File: src/rtl/core/rfifo_pkg.sv
// ----------------------------------------------------------------------------
// rfifo_pkg
// Types and constants shared by the ring FIFO with overwrite or discard on full
// ----------------------------------------------------------------------------
`default_nettype none

package rfifo_pkg;

	localparam int DATA_W    = 32;
	localparam int CNT_W     = 5;
	localparam int DEPTH_DEF = 16;
	localparam int CFG_IDX_W = 1;
	localparam int CFG_DAT_W = 5;

	localparam logic [CNT_W-1:0] CAP_RESET = CNT_W'(10);

	// configuration register indexes
	localparam logic [CFG_IDX_W-1:0] REG_OVERFLOW_MODE = 1'd0;
	localparam logic [CFG_IDX_W-1:0] REG_CAPACITY      = 1'd1;

	typedef enum logic [1:0] {
		ST_OK      = 2'd0,
		ST_REFUSED = 2'd1,
		ST_EMPTY   = 2'd2
	} status_t;

	typedef enum logic {
		OP_PUSH = 1'b0,
		OP_POP  = 1'b1
	} op_t;

	typedef struct packed {
		op_t               op;
		logic [DATA_W-1:0] data_in;
	} cmd_t;

	typedef struct packed {
		status_t           status;
		logic [DATA_W-1:0] data_out;
		logic              overwrote;
		logic [CNT_W-1:0]  fill_count;
		logic              push_ready;
	} result_t;

endpackage

`default_nettype wire

File: src/rtl/core/ring_fifo_overwrite_or_discard.sv
// ----------------------------------------------------------------------------
// ring_fifo_overwrite_or_discard
// Circular FIFO with run-time capacity; a push on full overwrites the oldest
// entry or is refused, as the overflow mode register selects
// ----------------------------------------------------------------------------
// the result of an accepted command is registered and shows on result, with
// done high, in the cycle after the command is accepted
// throughput: one command per cycle; busy stays low, the receiver cannot stall
// reset: pointers and fill count clear, overflow mode 0, capacity 10;
// entry storage is not cleared and holds garbage until written
`default_nettype none

module ring_fifo_overwrite_or_discard
	import rfifo_pkg::*;
#(
	parameter int DEPTH = DEPTH_DEF
) (
	input  wire logic                 clk,
	input  wire logic                 arst_n,
	input  wire logic                 start,
	output logic                      busy,
	input  wire cmd_t                 cmd,
	output logic                      done,
	output result_t                   result,
	input  wire logic                 cfg_valid,
	output logic                      cfg_ready,
	input  wire logic [CFG_IDX_W-1:0] cfg_index,
	input  wire logic [CFG_DAT_W-1:0] cfg_data
);

	localparam int PW = (DEPTH > 1) ? $clog2(DEPTH) : 1;
	localparam int WW = (PW + 1 > CNT_W) ? PW + 1 : CNT_W;

	logic              mode_q;
	logic [CNT_W-1:0]  capacity_q;
	logic [PW-1:0]     wp_q;
	logic [PW-1:0]     rp_q;
	logic [CNT_W-1:0]  held_q;
	logic [DATA_W-1:0] mem [DEPTH];
	logic [DATA_W-1:0] rd_q;

	logic              done_q;
	status_t           status_q;
	logic              pop_ok_q;
	logic              ovw_q;
	logic [CNT_W-1:0]  fill_q;
	logic              pr_q;

	logic              acc;
	logic [WW-1:0]     cap_w;
	logic [WW-1:0]     cap_eff;
	logic              full;
	logic              is_push;
	logic              push_ok;
	logic              pop_ok;
	logic [WW-1:0]     wp_inc;
	logic [WW-1:0]     rp_inc;
	logic [PW-1:0]     wp_adv;
	logic [PW-1:0]     rp_adv;
	logic [PW-1:0]     wp_nxt;
	logic [PW-1:0]     rp_nxt;
	logic [CNT_W-1:0]  held_nxt;
	status_t           status_nxt;

	assign busy      = 1'b0;
	assign cfg_ready = 1'b1;
	assign acc       = start & ~busy;

	always_comb begin
		cap_w = WW'(capacity_q);
		if (cap_w == '0) begin
			cap_eff = WW'(1);
		end else if (cap_w > WW'(DEPTH)) begin
			cap_eff = WW'(DEPTH);
		end else begin
			cap_eff = cap_w;
		end
	end

	assign full    = WW'(held_q) >= cap_eff;
	assign is_push = (cmd.op == OP_PUSH);
	assign push_ok = is_push && !(full && mode_q);
	assign pop_ok  = !is_push && (held_q != '0);

	assign wp_inc = WW'(wp_q) + WW'(1);
	assign rp_inc = WW'(rp_q) + WW'(1);
	assign wp_adv = (wp_inc >= cap_eff) ? '0 : wp_inc[PW-1:0];
	assign rp_adv = (rp_inc >= cap_eff) ? '0 : rp_inc[PW-1:0];

	always_comb begin
		wp_nxt     = wp_q;
		rp_nxt     = rp_q;
		held_nxt   = held_q;
		status_nxt = ST_OK;
		if (is_push) begin
			if (push_ok) begin
				wp_nxt = wp_adv;
				if (full) begin
					rp_nxt   = rp_adv;
					held_nxt = cap_eff[CNT_W-1:0];
				end else begin
					held_nxt = held_q + CNT_W'(1);
				end
			end else begin
				status_nxt = ST_REFUSED;
			end
		end else begin
			if (pop_ok) begin
				rp_nxt   = rp_adv;
				held_nxt = held_q - CNT_W'(1);
			end else begin
				status_nxt = ST_EMPTY;
			end
		end
	end

	// configuration registers
	always_ff @(posedge clk or negedge arst_n) begin
		if (!arst_n) begin
			mode_q     <= 1'b0;
			capacity_q <= CAP_RESET;
		end else if (cfg_valid && cfg_ready) begin
			unique case (cfg_index)
				REG_OVERFLOW_MODE: mode_q     <= cfg_data[0];
				REG_CAPACITY:      capacity_q <= cfg_data[CNT_W-1:0];
				default: ;
			endcase
		end
	end

	// pointers, count and strobe
	always_ff @(posedge clk or negedge arst_n) begin
		if (!arst_n) begin
			wp_q   <= '0;
			rp_q   <= '0;
			held_q <= '0;
			done_q <= 1'b0;
		end else begin
			done_q <= acc;
			if (acc) begin
				wp_q   <= wp_nxt;
				rp_q   <= rp_nxt;
				held_q <= held_nxt;
			end
		end
	end

	// entry storage
	always_ff @(posedge clk) begin
		if (acc && push_ok) begin
			mem[wp_q] <= cmd.data_in;
		end
		if (acc && pop_ok) begin
			rd_q <= mem[rp_q];
		end
	end

	// result register
	always_ff @(posedge clk) begin
		if (acc) begin
			status_q <= status_nxt;
			pop_ok_q <= pop_ok;
			ovw_q    <= push_ok && full;
			fill_q   <= held_nxt;
			pr_q     <= (WW'(held_nxt) < cap_eff) || !mode_q;
		end
	end

	assign done              = done_q;
	assign result.status     = status_q;
	assign result.data_out   = pop_ok_q ? rd_q : '0;
	assign result.overwrote  = ovw_q;
	assign result.fill_count = fill_q;
	assign result.push_ready = pr_q;

	a_done_follows: assert property (@(posedge clk) disable iff (!arst_n)
		start && !busy |=> done)
		else $error("accepted transaction gave no result");

	a_ovw_ok: assert property (@(posedge clk) disable iff (!arst_n)
		done && result.overwrote |-> result.status == ST_OK && result.data_out == '0)
		else $error("overwrite flagged on a failed or pop transaction");

	a_refused: assert property (@(posedge clk) disable iff (!arst_n)
		done && result.status == ST_REFUSED |-> !result.push_ready)
		else $error("refused push but push_ready high");

	a_empty: assert property (@(posedge clk) disable iff (!arst_n)
		done && result.status == ST_EMPTY |-> result.fill_count == '0)
		else $error("empty pop with nonzero fill count");

endmodule

`default_nettype wire

File: config.mk
export PLATFORM = sky130hd
export DESIGN_NAME = ring_fifo_overwrite_or_discard
export DESIGN_NICKNAME = d
export VERILOG_FILES = /design/src/rtl/core/rfifo_pkg.sv /design/src/rtl/core/ring_fifo_overwrite_or_discard.sv
export SDC_FILE = /design/constraint.sdc
export NUM_CORES = 1
export LEC_CHECK = 0
export BUFFER_PORTS_ARGS = -buffer_cell sky130_fd_sc_hd__buf_2
export CAP_MARGIN = 20
export CORE_AREA = 3 3 262 264
export DETAILED_ROUTE_END_ITERATION = 8
export DIE_AREA = 0 0 265 267
export GPL_ROUTABILITY_DRIVEN = 1
export HOLD_SLACK_MARGIN = 0.03
export PLACE_DENSITY_LB_ADDON = 0.12
export SLEW_MARGIN = 25
export SYNTH_ARGS = -nofsm -noshare
export SYNTH_HDL_FRONTEND = slang
export SYNTH_SLANG_ARGS = --single-unit
File: constraint.sdc
create_clock -name clk -period 14.6 [get_ports clk]
set_input_delay 4.38 -clock clk [delete_from_list [all_inputs] [get_ports clk]]
set_output_delay 4.38 -clock clk [all_outputs]
set_load 0.005 [all_outputs]
==> results.py, run 1 <==
metrics = {
    "timing": {
        "period_share": 0.4266,
        "finalHoldViolations": 0,
        "fin_crit_ps": 6228,
        "rsz0062_at_grt": "no",
        "fin_tns_setup_ps": 0,
        "max_clock_freq_mhz": 160.6,
        "relSlewSlack": 0.3863,
        "worst_clock_skew_ps": 37.66,
        "maxSlewViolCount": 0,
        "setup_ws_ps": 8372,
        "setup_viol": 0,
        "tightest_slew_ps": 920.5,
    },
    "synthesis": {
        "seq_area_frac_synth": 0.7580,
        "yosysUniqueCellTypes": 52,
        "syn-num-nets": 1091,
        "synth_enable_flop_cells": 554,
        "async_reset_ff_frac": 0.03484,
        "synth_seq_cells": 574,
        "ys.flop_type": "edfxtp_1",
        "syn-instance-count": 1022,
        "synth_area_sq_um": 22610,
        "syn_area_per_cell_sq_um": 22.12,
        "yosys_warnings": 0,
    },
    "placed_design": {
        "pre_cts_ws_ps": 7856,
        "place.gp.congestion": 0.8128,
        "placedCellCount": 1958,
        "dpl.hpwl_um": 27990,
        "io_buffers": 84,
    },
    "clocking": {
        "cts_made_buffers": 66,
        "cts_setup_buffers": 0,
        "root_buffer": "clkbuf_16",
        "clock_latency_ps": 600,
        "clkSlewWorstSetupHoldPaths_ps": 60,
        "tritoncts": "done",
        "clk_path_buf_depth": 3,
        "htreeDepth": 3,
        "cts-hold-fix-buffers": 0,
        "cts-resized-gates": 0,
        "cts.sinks": 574,
    },
    "outcome": {
        "status": "completed",
    },
    "grt": {
        "grt.overflow.total": 0,
        "grt_max_degree": 49,
        "grt_pass1_wl_um": 76550,
        "first_global_vias": 11168,
        "antenna_found_initial": 3,
        "grt_use_total": 0.1476,
    },
    "power": {
        "cellPowerDensity_nw_per_um2": 179.9,
        "leakagePower_nw": 8.446,
        "peakVddDrop_mv": 0.09494,
    },
    "detailed_routing": {
        "drt_first_pass_iters": 4,
        "drc": 0,
        "via_count": 10535,
        "wl_um": 51010,
        "vias_per_cell": 5.075,
        "post_drt_wl_per_cell_um": 24.57,
        "drt_iter0_markers": 833,
        "antenna_left": 0,
    },
    "worst_setup_path": {
        "cp-start-kind": "primary input",
        "endpoint_kind": "flip-flop",
        "cp_max_fo": 10,
        "worst_ep_arrival_time_ps": 6520,
        "r2r_setup_slack_ps": 10350,
        "worstPathRequired_ps": 14890,
        "crit_type": "primary input to flip-flop",
    },
    "cells_and_area": {
        "fill_cells": 6024,
        "finalNonFillerCells": 2076,
        "regArea_sq_um": 17150,
        "nNetsFinal": 1223,
        "drive_gt1_frac": 0.3325,
        "area_growth_pct": 16.44,
        "multi_input_area_sq_um": 5197,
        "insertedDiodeCount": 0,
    },
    "floorplanning": {
        "core_sq_um": 66800,
        "die_w_um": 265,
        "row_count": 95,
        "io_pins": 87,
        "start_util": 0.3385,
        "die_h_um": 267,
        "dieArea_sq_um": 70760,
    },
    "run": {
        "max-cap-violations": 0,
    },
    "worst_hold_path": {
        "hold_path.class": "flip-flop to flip-flop",
    },
}
## cells in the final DEF, fill, tap and decap left out, types with 3 or more instances in the layout
cell / netlist / layout
o21ai_0: 12 / 12
dfrtp_4: 0 / 3
clkbuf_16: 0 / 68
and2_1: 32 / 32
mux4_2: 160 / 160
buf_4: 4 / 29
ha_1: 26 / 26
nor4_2: 0 / 8
dfrtp_1: 18 / 14
o21ai_1: 5 / 5
nor3_2: 0 / 7
nor2_1: 13 / 13
xor2_1: 4 / 4
inv_1: 16 / 16
a31oi_1: 5 / 5
a211oi_1: 4 / 4
nor3_1: 10 / 3
a21oi_1: 13 / 13
mux2_2: 8 / 8
a21o_1: 5 / 5
bufinv_16: 0 / 6
clkinvlp_4: 0 / 3
nand2_1: 24 / 24
clkinv_1: 0 / 14
clkinv_2: 0 / 8
nor2b_1: 4 / 4
clkbuf_1: 27 / 13
buf_2: 10 / 84
xnor2_1: 4 / 4
edfxtp_1: 554 / 554
nand3_1: 8 / 8
## worst paths after layout
kind                                from       end  depth (start not counted)
worst max-delay path             cmd[32]      pr_q                         12
min in group asynchronous         arst_n   rp_q[2]                          1
max in group asynchronous         arst_n   rp_q[1]                          1
worst min-delay path            cap_w[0]  cap_w[0]                          1
worst max register to register  cap_w[1]      pr_q                         15
worst min register to register  cap_w[0]  cap_w[0]                          1
## cell usage after synthesis, types with 8 or more instances
cell type / instances / area share
inv_1: 16 / 0.0027
nand2_1: 24 / 0.0040
mux2_2: 8 / 0.0040
and2_1: 32 / 0.0089
a21oi_1: 13 / 0.0029
clkbuf_1: 27 / 0.0045
buf_6: 10 / 0.0050
buf_2: 10 / 0.0022
nor2_1: 13 / 0.0022
nand3_1: 8 / 0.0018
dfrtp_1: 18 / 0.020
mux4_2: 160 / 0.16
o21ai_0: 12 / 0.0027
edfxtp_1: 554 / 0.74
nor4_1: 8 / 0.0022
ha_1: 26 / 0.014
nor3_1: 10 / 0.0022
## through the flow
| stage | util | area (sq um) | power (mW) | hold slack [ps] |
|---|---|---|---|---|
| floorplan | - | 22610 | 2.861 | 474.0 |
| global placement | 0.3615 | 24150 | 3.183 | 495.9 |
| detailed placement | 0.3619 | 24180 | 3.186 | 501.9 |
| CTS | 0.3937 | 26300 | 4.824 | 515.9 |
| global route | 0.3941 | 26330 | 4.979 | 546.1 |
| finish | 0.3941 | 26330 | 4.736 | 510.8 |
## power by group
group	internal [mW]	total [mW]	switching [mW]	leakage, nW
logic	0.538	1.05	0.514	2.17
clock network	0.963	1.61	0.649	1.03
registers	1.95	2.07	0.126	5.25
## worst max-delay path, cell delays in order
cell and delay, ps:
buf_2 170, inv_2 130, and4_1 200, a32oi_1 360, a21oi_1 120, a211oi_1 370, ha_1 210, a21oi_1 70
o21ai_0 240, nor2_1 60, o21ai_0 100, o221ai_1 130
## metal layers
metal / track usage / vias to the layer above / wire length, um
met2: 0.2370 / 224 / 24680
met4: 0.03859 / 0 / 1046
met1: 0.2078 / 5683 / 23290
met5: 0 / - / 0
li1: - / 4551 / -
met3: 0.02867 / 77 / 2004
## final cells by class
class	count	area share
Clock inverter	36	0.01411
Clock buffer	81	0.06649
Multi-Input combinational cell	378	0.1974
Inverter	18	0.002566
Tap cell	873	0.04149
Timing Repair Buffer	116	0.02647
Sequential cell	574	0.6515
## sequential cells by signal, summed over array words and instances, names as in the netlist
signal	cells
cap_w	5
done	1
fill_q	5
held_q	5
mem	512
mode_q	1
ovw_q	1
pop_ok_q	1
pr_q	1
rd_q	32
rp_q	4
status_q	2
wp_q	4
## logic make-up (layout without fill, tap and decap cells)
logic type,after synthesis,count (layout),synth area share
DFF,574,574,0.7580
muxes,170,170,0.1642
and+or+nand+nor,109,109,0.02579
buffers and inverters,70,251,0.01616
AOI/OAI and AO/OA,63,63,0.01799
adders and majority gates,26,26,0.01439
xor gates and xnor gates,8,8,0.003099
other,2,2,0.0003321
Note: power is estimated with default switching activity, not from simulation.
==> inputs of run 2 (changes only) <==
- ABC_AREA: not set -> 1
- CORE_AREA: 3 3 262 264 -> 3 3 265 267
- DIE_AREA: 0 0 265 267 -> 0 0 268 270
- clock period: 14.6 -> 6.5 ns (I/O delays scaled with it)
==> run 2 against run 1 <==
Net effect:
- largest cell class unchanged
- clock skew is 18 ps lower
- power grew 130%
- non-clock buffer count is 1 lower
- synthesized cell count grew 69%
- first-iteration DRC count up 35%
- setup slack worse by 6000 ps
- utilization is 0.36 points lower
- clock power is 120% higher
- register-to-register slack got worse by 7600 ps
- critical path depth fell by 8
==> results.py, run 2 <==
metrics = {
    "outcome": {
        "status": "completed",
    },
    "synthesis": {
        "syn-instance-count": 1727,
        "yosys_warnings": 0,
        "synth_top_area_share": 0.7217,
        "ys_top_cells_by_count": "edfxtp_1 (554), nor2_1 (284), o21ai_0 (190)",
        "ys.flop_type": "edfxtp_1",
        "seq_area_frac_synth": 0.7435,
        "synth_compound_area_frac": 0.1230,
        "synth_xor_area_frac": 0.003040,
        "synth.mux.area_fraction": 0.0004885,
        "syn_area_per_cell_sq_um": 13.35,
        "synth_top_cell_by_area": "edfxtp_1",
        "synth_seq_cells": 574,
        "synth_enable_flop_cells": 554,
        "yosysUniqueCellTypes": 40,
        "yosys-top-cells-area": "edfxtp_1 (72%), nor2_1 (4.6%), o21ai_0 (4.1%), o221ai_1 (3.3%), nand2_1 (2.2%)",
        "synth_area_sq_um": 23050,
        "synth.most_common_cell": "edfxtp_1",
        "yosys.area_share.adder": 0.01411,
        "synth_top_family_by_area": "compound AO/OA/AOI/OAI gates",
        "synthSimpleGateAreaFrac": 0.08077,
        "syn-num-nets": 1796,
        "async_reset_ff_frac": 0.03484,
    },
    "clocking": {
        "root_buffer": "clkbuf_16",
        "cts-hold-fix-buffers": 0,
        "tritoncts": "done",
        "clk_path_buf_depth": 3,
        "cts-resized-gates": 0,
        "clock_latency_ps": 580,
        "cts.sinks": 574,
        "htreeDepth": 3,
        "clkSlewWorstSetupHoldPaths_ps": 60,
        "cts_made_buffers": 66,
        "cts_setup_buffers": 0,
    },
    "worst_hold_path": {
        "hold_path.class": "flip-flop to flip-flop",
        "hold_path_depth": 2,
        "min-delay-start": "cap_w[3]",
        "min_to": "cap_w[3]",
    },
    "timing": {
        "rsz0062_at_grt": "no",
        "fin_crit_ps": 4089,
        "worst_clock_skew_ps": 19.47,
        "fin_tns_setup_ps": 0,
        "tightest_slew_ps": 1010,
        "maxSlewViolCount": 0,
        "timing.hold.ws_ps": 524.4,
        "period_share": 0.6291,
        "relSlewSlack": 0.3264,
        "max_clock_freq_mhz": 244.6,
        "setup_viol": 0,
        "finalHoldViolations": 0,
    },
    "floorplanning": {
        "io_pins": 87,
        "die_w_um": 268,
        "dieArea_sq_um": 72360,
        "die_h_um": 270,
        "row_count": 96,
        "start_util": 0.3373,
        "core_sq_um": 68350,
    },
    "placed_design": {
        "io_buffers": 84,
        "place_area_sq_um": 24670,
        "dpl.hpwl_um": 36550,
        "place.gp.congestion": 0.8294,
        "placedCellCount": 2608,
    },
    "detailed_routing": {
        "post_drt_wl_per_cell_um": 23.25,
        "antenna_left": 0,
        "vias_per_cell": 5.221,
        "drt_iter0_markers": 1128,
        "via_count": 14221,
        "wl_um": 63320,
        "drc": 0,
        "drt_first_pass_iters": 5,
    },
    "worst_setup_path": {
        "crit_type": "flip-flop to output pin",
        "cp_max_fo": 21,
        "cp-startpoint": "pop_ok_q",
        "cp-start-kind": "flip-flop",
        "rr_endpoint": "mem[12][19]",
        "rr_worst_depth": 15,
        "r2r_setup_slack_ps": 2710,
        "worst_ep_arrival_time_ps": 2140,
        "endpoint_kind": "output pin",
        "crit_slowest_cell": "edfxtp_1",
        "r2r-start": "cap_w[1]",
        "worstPathCellList": "buf_4 > nand2_1 > inv_1 > buf_2",
        "cp_slowest_stage_delay_ps": 850,
        "worstPathRequired_ps": 4550,
    },
    "grt": {
        "first_global_vias": 14257,
        "grt_use_total": 0.1755,
        "grt_pass1_wl_um": 94650,
        "antenna_found_initial": 4,
        "grt_max_degree": 150,
        "grt.overflow.total": 0,
    },
    "power": {
        "total_power_mw": 11.12,
        "cellPowerDensity_nw_per_um2": 416.7,
        "peakVddDrop_mv": 0.1818,
        "leakagePower_nw": 9.018,
    },
    "cells_and_area": {
        "finalNonFillerCells": 2724,
        "area_growth_pct": 15.79,
        "layout_common_cells": "edfxtp_1 (554), nor2_1 (271), o21ai_0 (190)",
        "drive_gt1_frac": 0.1303,
        "final_common_cell": "edfxtp_1",
        "post-route-cell-area_sq_um": 26690,
        "insertedDiodeCount": 0,
        "reg_top3": "mem (512), rd_q (32)",
        "largest_reg_flops": 512,
        "fill_cells": 6385,
        "nNetsFinal": 1863,
        "regMostFlops": "mem",
    },
    "run": {
        "max-cap-violations": 0,
    },
}
[run 2: changes by cell type in the layout (fill, tap and decap cells not counted), moves of 14 or more]
cell	before	now
nor2_1	13	271
o21ai_0	12	190
mux4_2	160	0
nand2_1	24	135
o221ai_1	1	87
o21ai_1	5	80
inv_1	16	60
o22ai_1	2	43
o211ai_1	2	42
and2_1	32	0
nand3_1	8	31
nor2_4	0	14
[run 2: layer usage]
metal,share of wire,global-route usage,vias to the layer above
met5,0,0,-
met4,0.018,0.04664,0
met3,0.051,0.02533,70
met2,0.44,0.2643,371
met1,0.49,0.2653,7209
li1,-,-,6571
[run 2: layout make-up]
type                    count  area (sq um)  area share
well taps                 882          1104     0.04135
repair buffers            115         923.4     0.03460
flip-flops and latches    574         17150      0.6426
inverters                  68         265.3    0.009938
clock inverters            30         185.2    0.006938
clock buffers              86          1833     0.06868
multi-input cells         969          5229      0.1959
[run 2: how the worst max path moves through the flow]
stage                  end  slack [ps]  cells past startpoint
5_1_grt         result[15]        2220                      4
2_1_floorplan    mem[3][0]        1410                      4
6_report        result[15]        2410                      4
3_3_place_gp    mem[5][19]        2050                      5
3_5_place_dp   mem[12][21]        2290                      6
4_1_cts         result[15]        2250                      4
[run 2: cells by family (layout without fill, tap and decap cells)]
group / count (synthesis) / count (layout)
xor+xnor: 8 / 8
compound gates: 463 / 463
buf+inv: 184 / 299
fa+ha+maj: 26 / 26
other cells: 2 / 2
mux: 1 / 1
flops: 574 / 574
simple gates: 469 / 469
[run 2: critical path, delay by kind of cell, from the launching register on]
family	cells	cell delay [ps]
buffers and inverters	3	590
DFF	1	850
and+or+nand+nor	1	110
[run 2: per-stage QoR]
| step | setup slack (ps) | utilization |
|---|---|---|
| after floorplan | 1413 | - |
| after global placement | 2053 | 0.3554 |
| after detailed placement | 2289 | 0.3610 |
| after CTS | 2254 | 0.3905 |
| after global routing | 2222 | 0.3905 |
| final | 2411 | 0.3905 |
[run 2: where the power goes]
part | total (mW) | leakage [nW] | internal [mW] | switching [mW]
sequential | 4.62 | 5.24 | 4.37 | 0.245
clock | 3.50 | 0.987 | 2.06 | 1.44
combinational | 3.00 | 2.79 | 0.877 | 2.13
total | 11.1 | 9.02 | 7.31 | 3.82
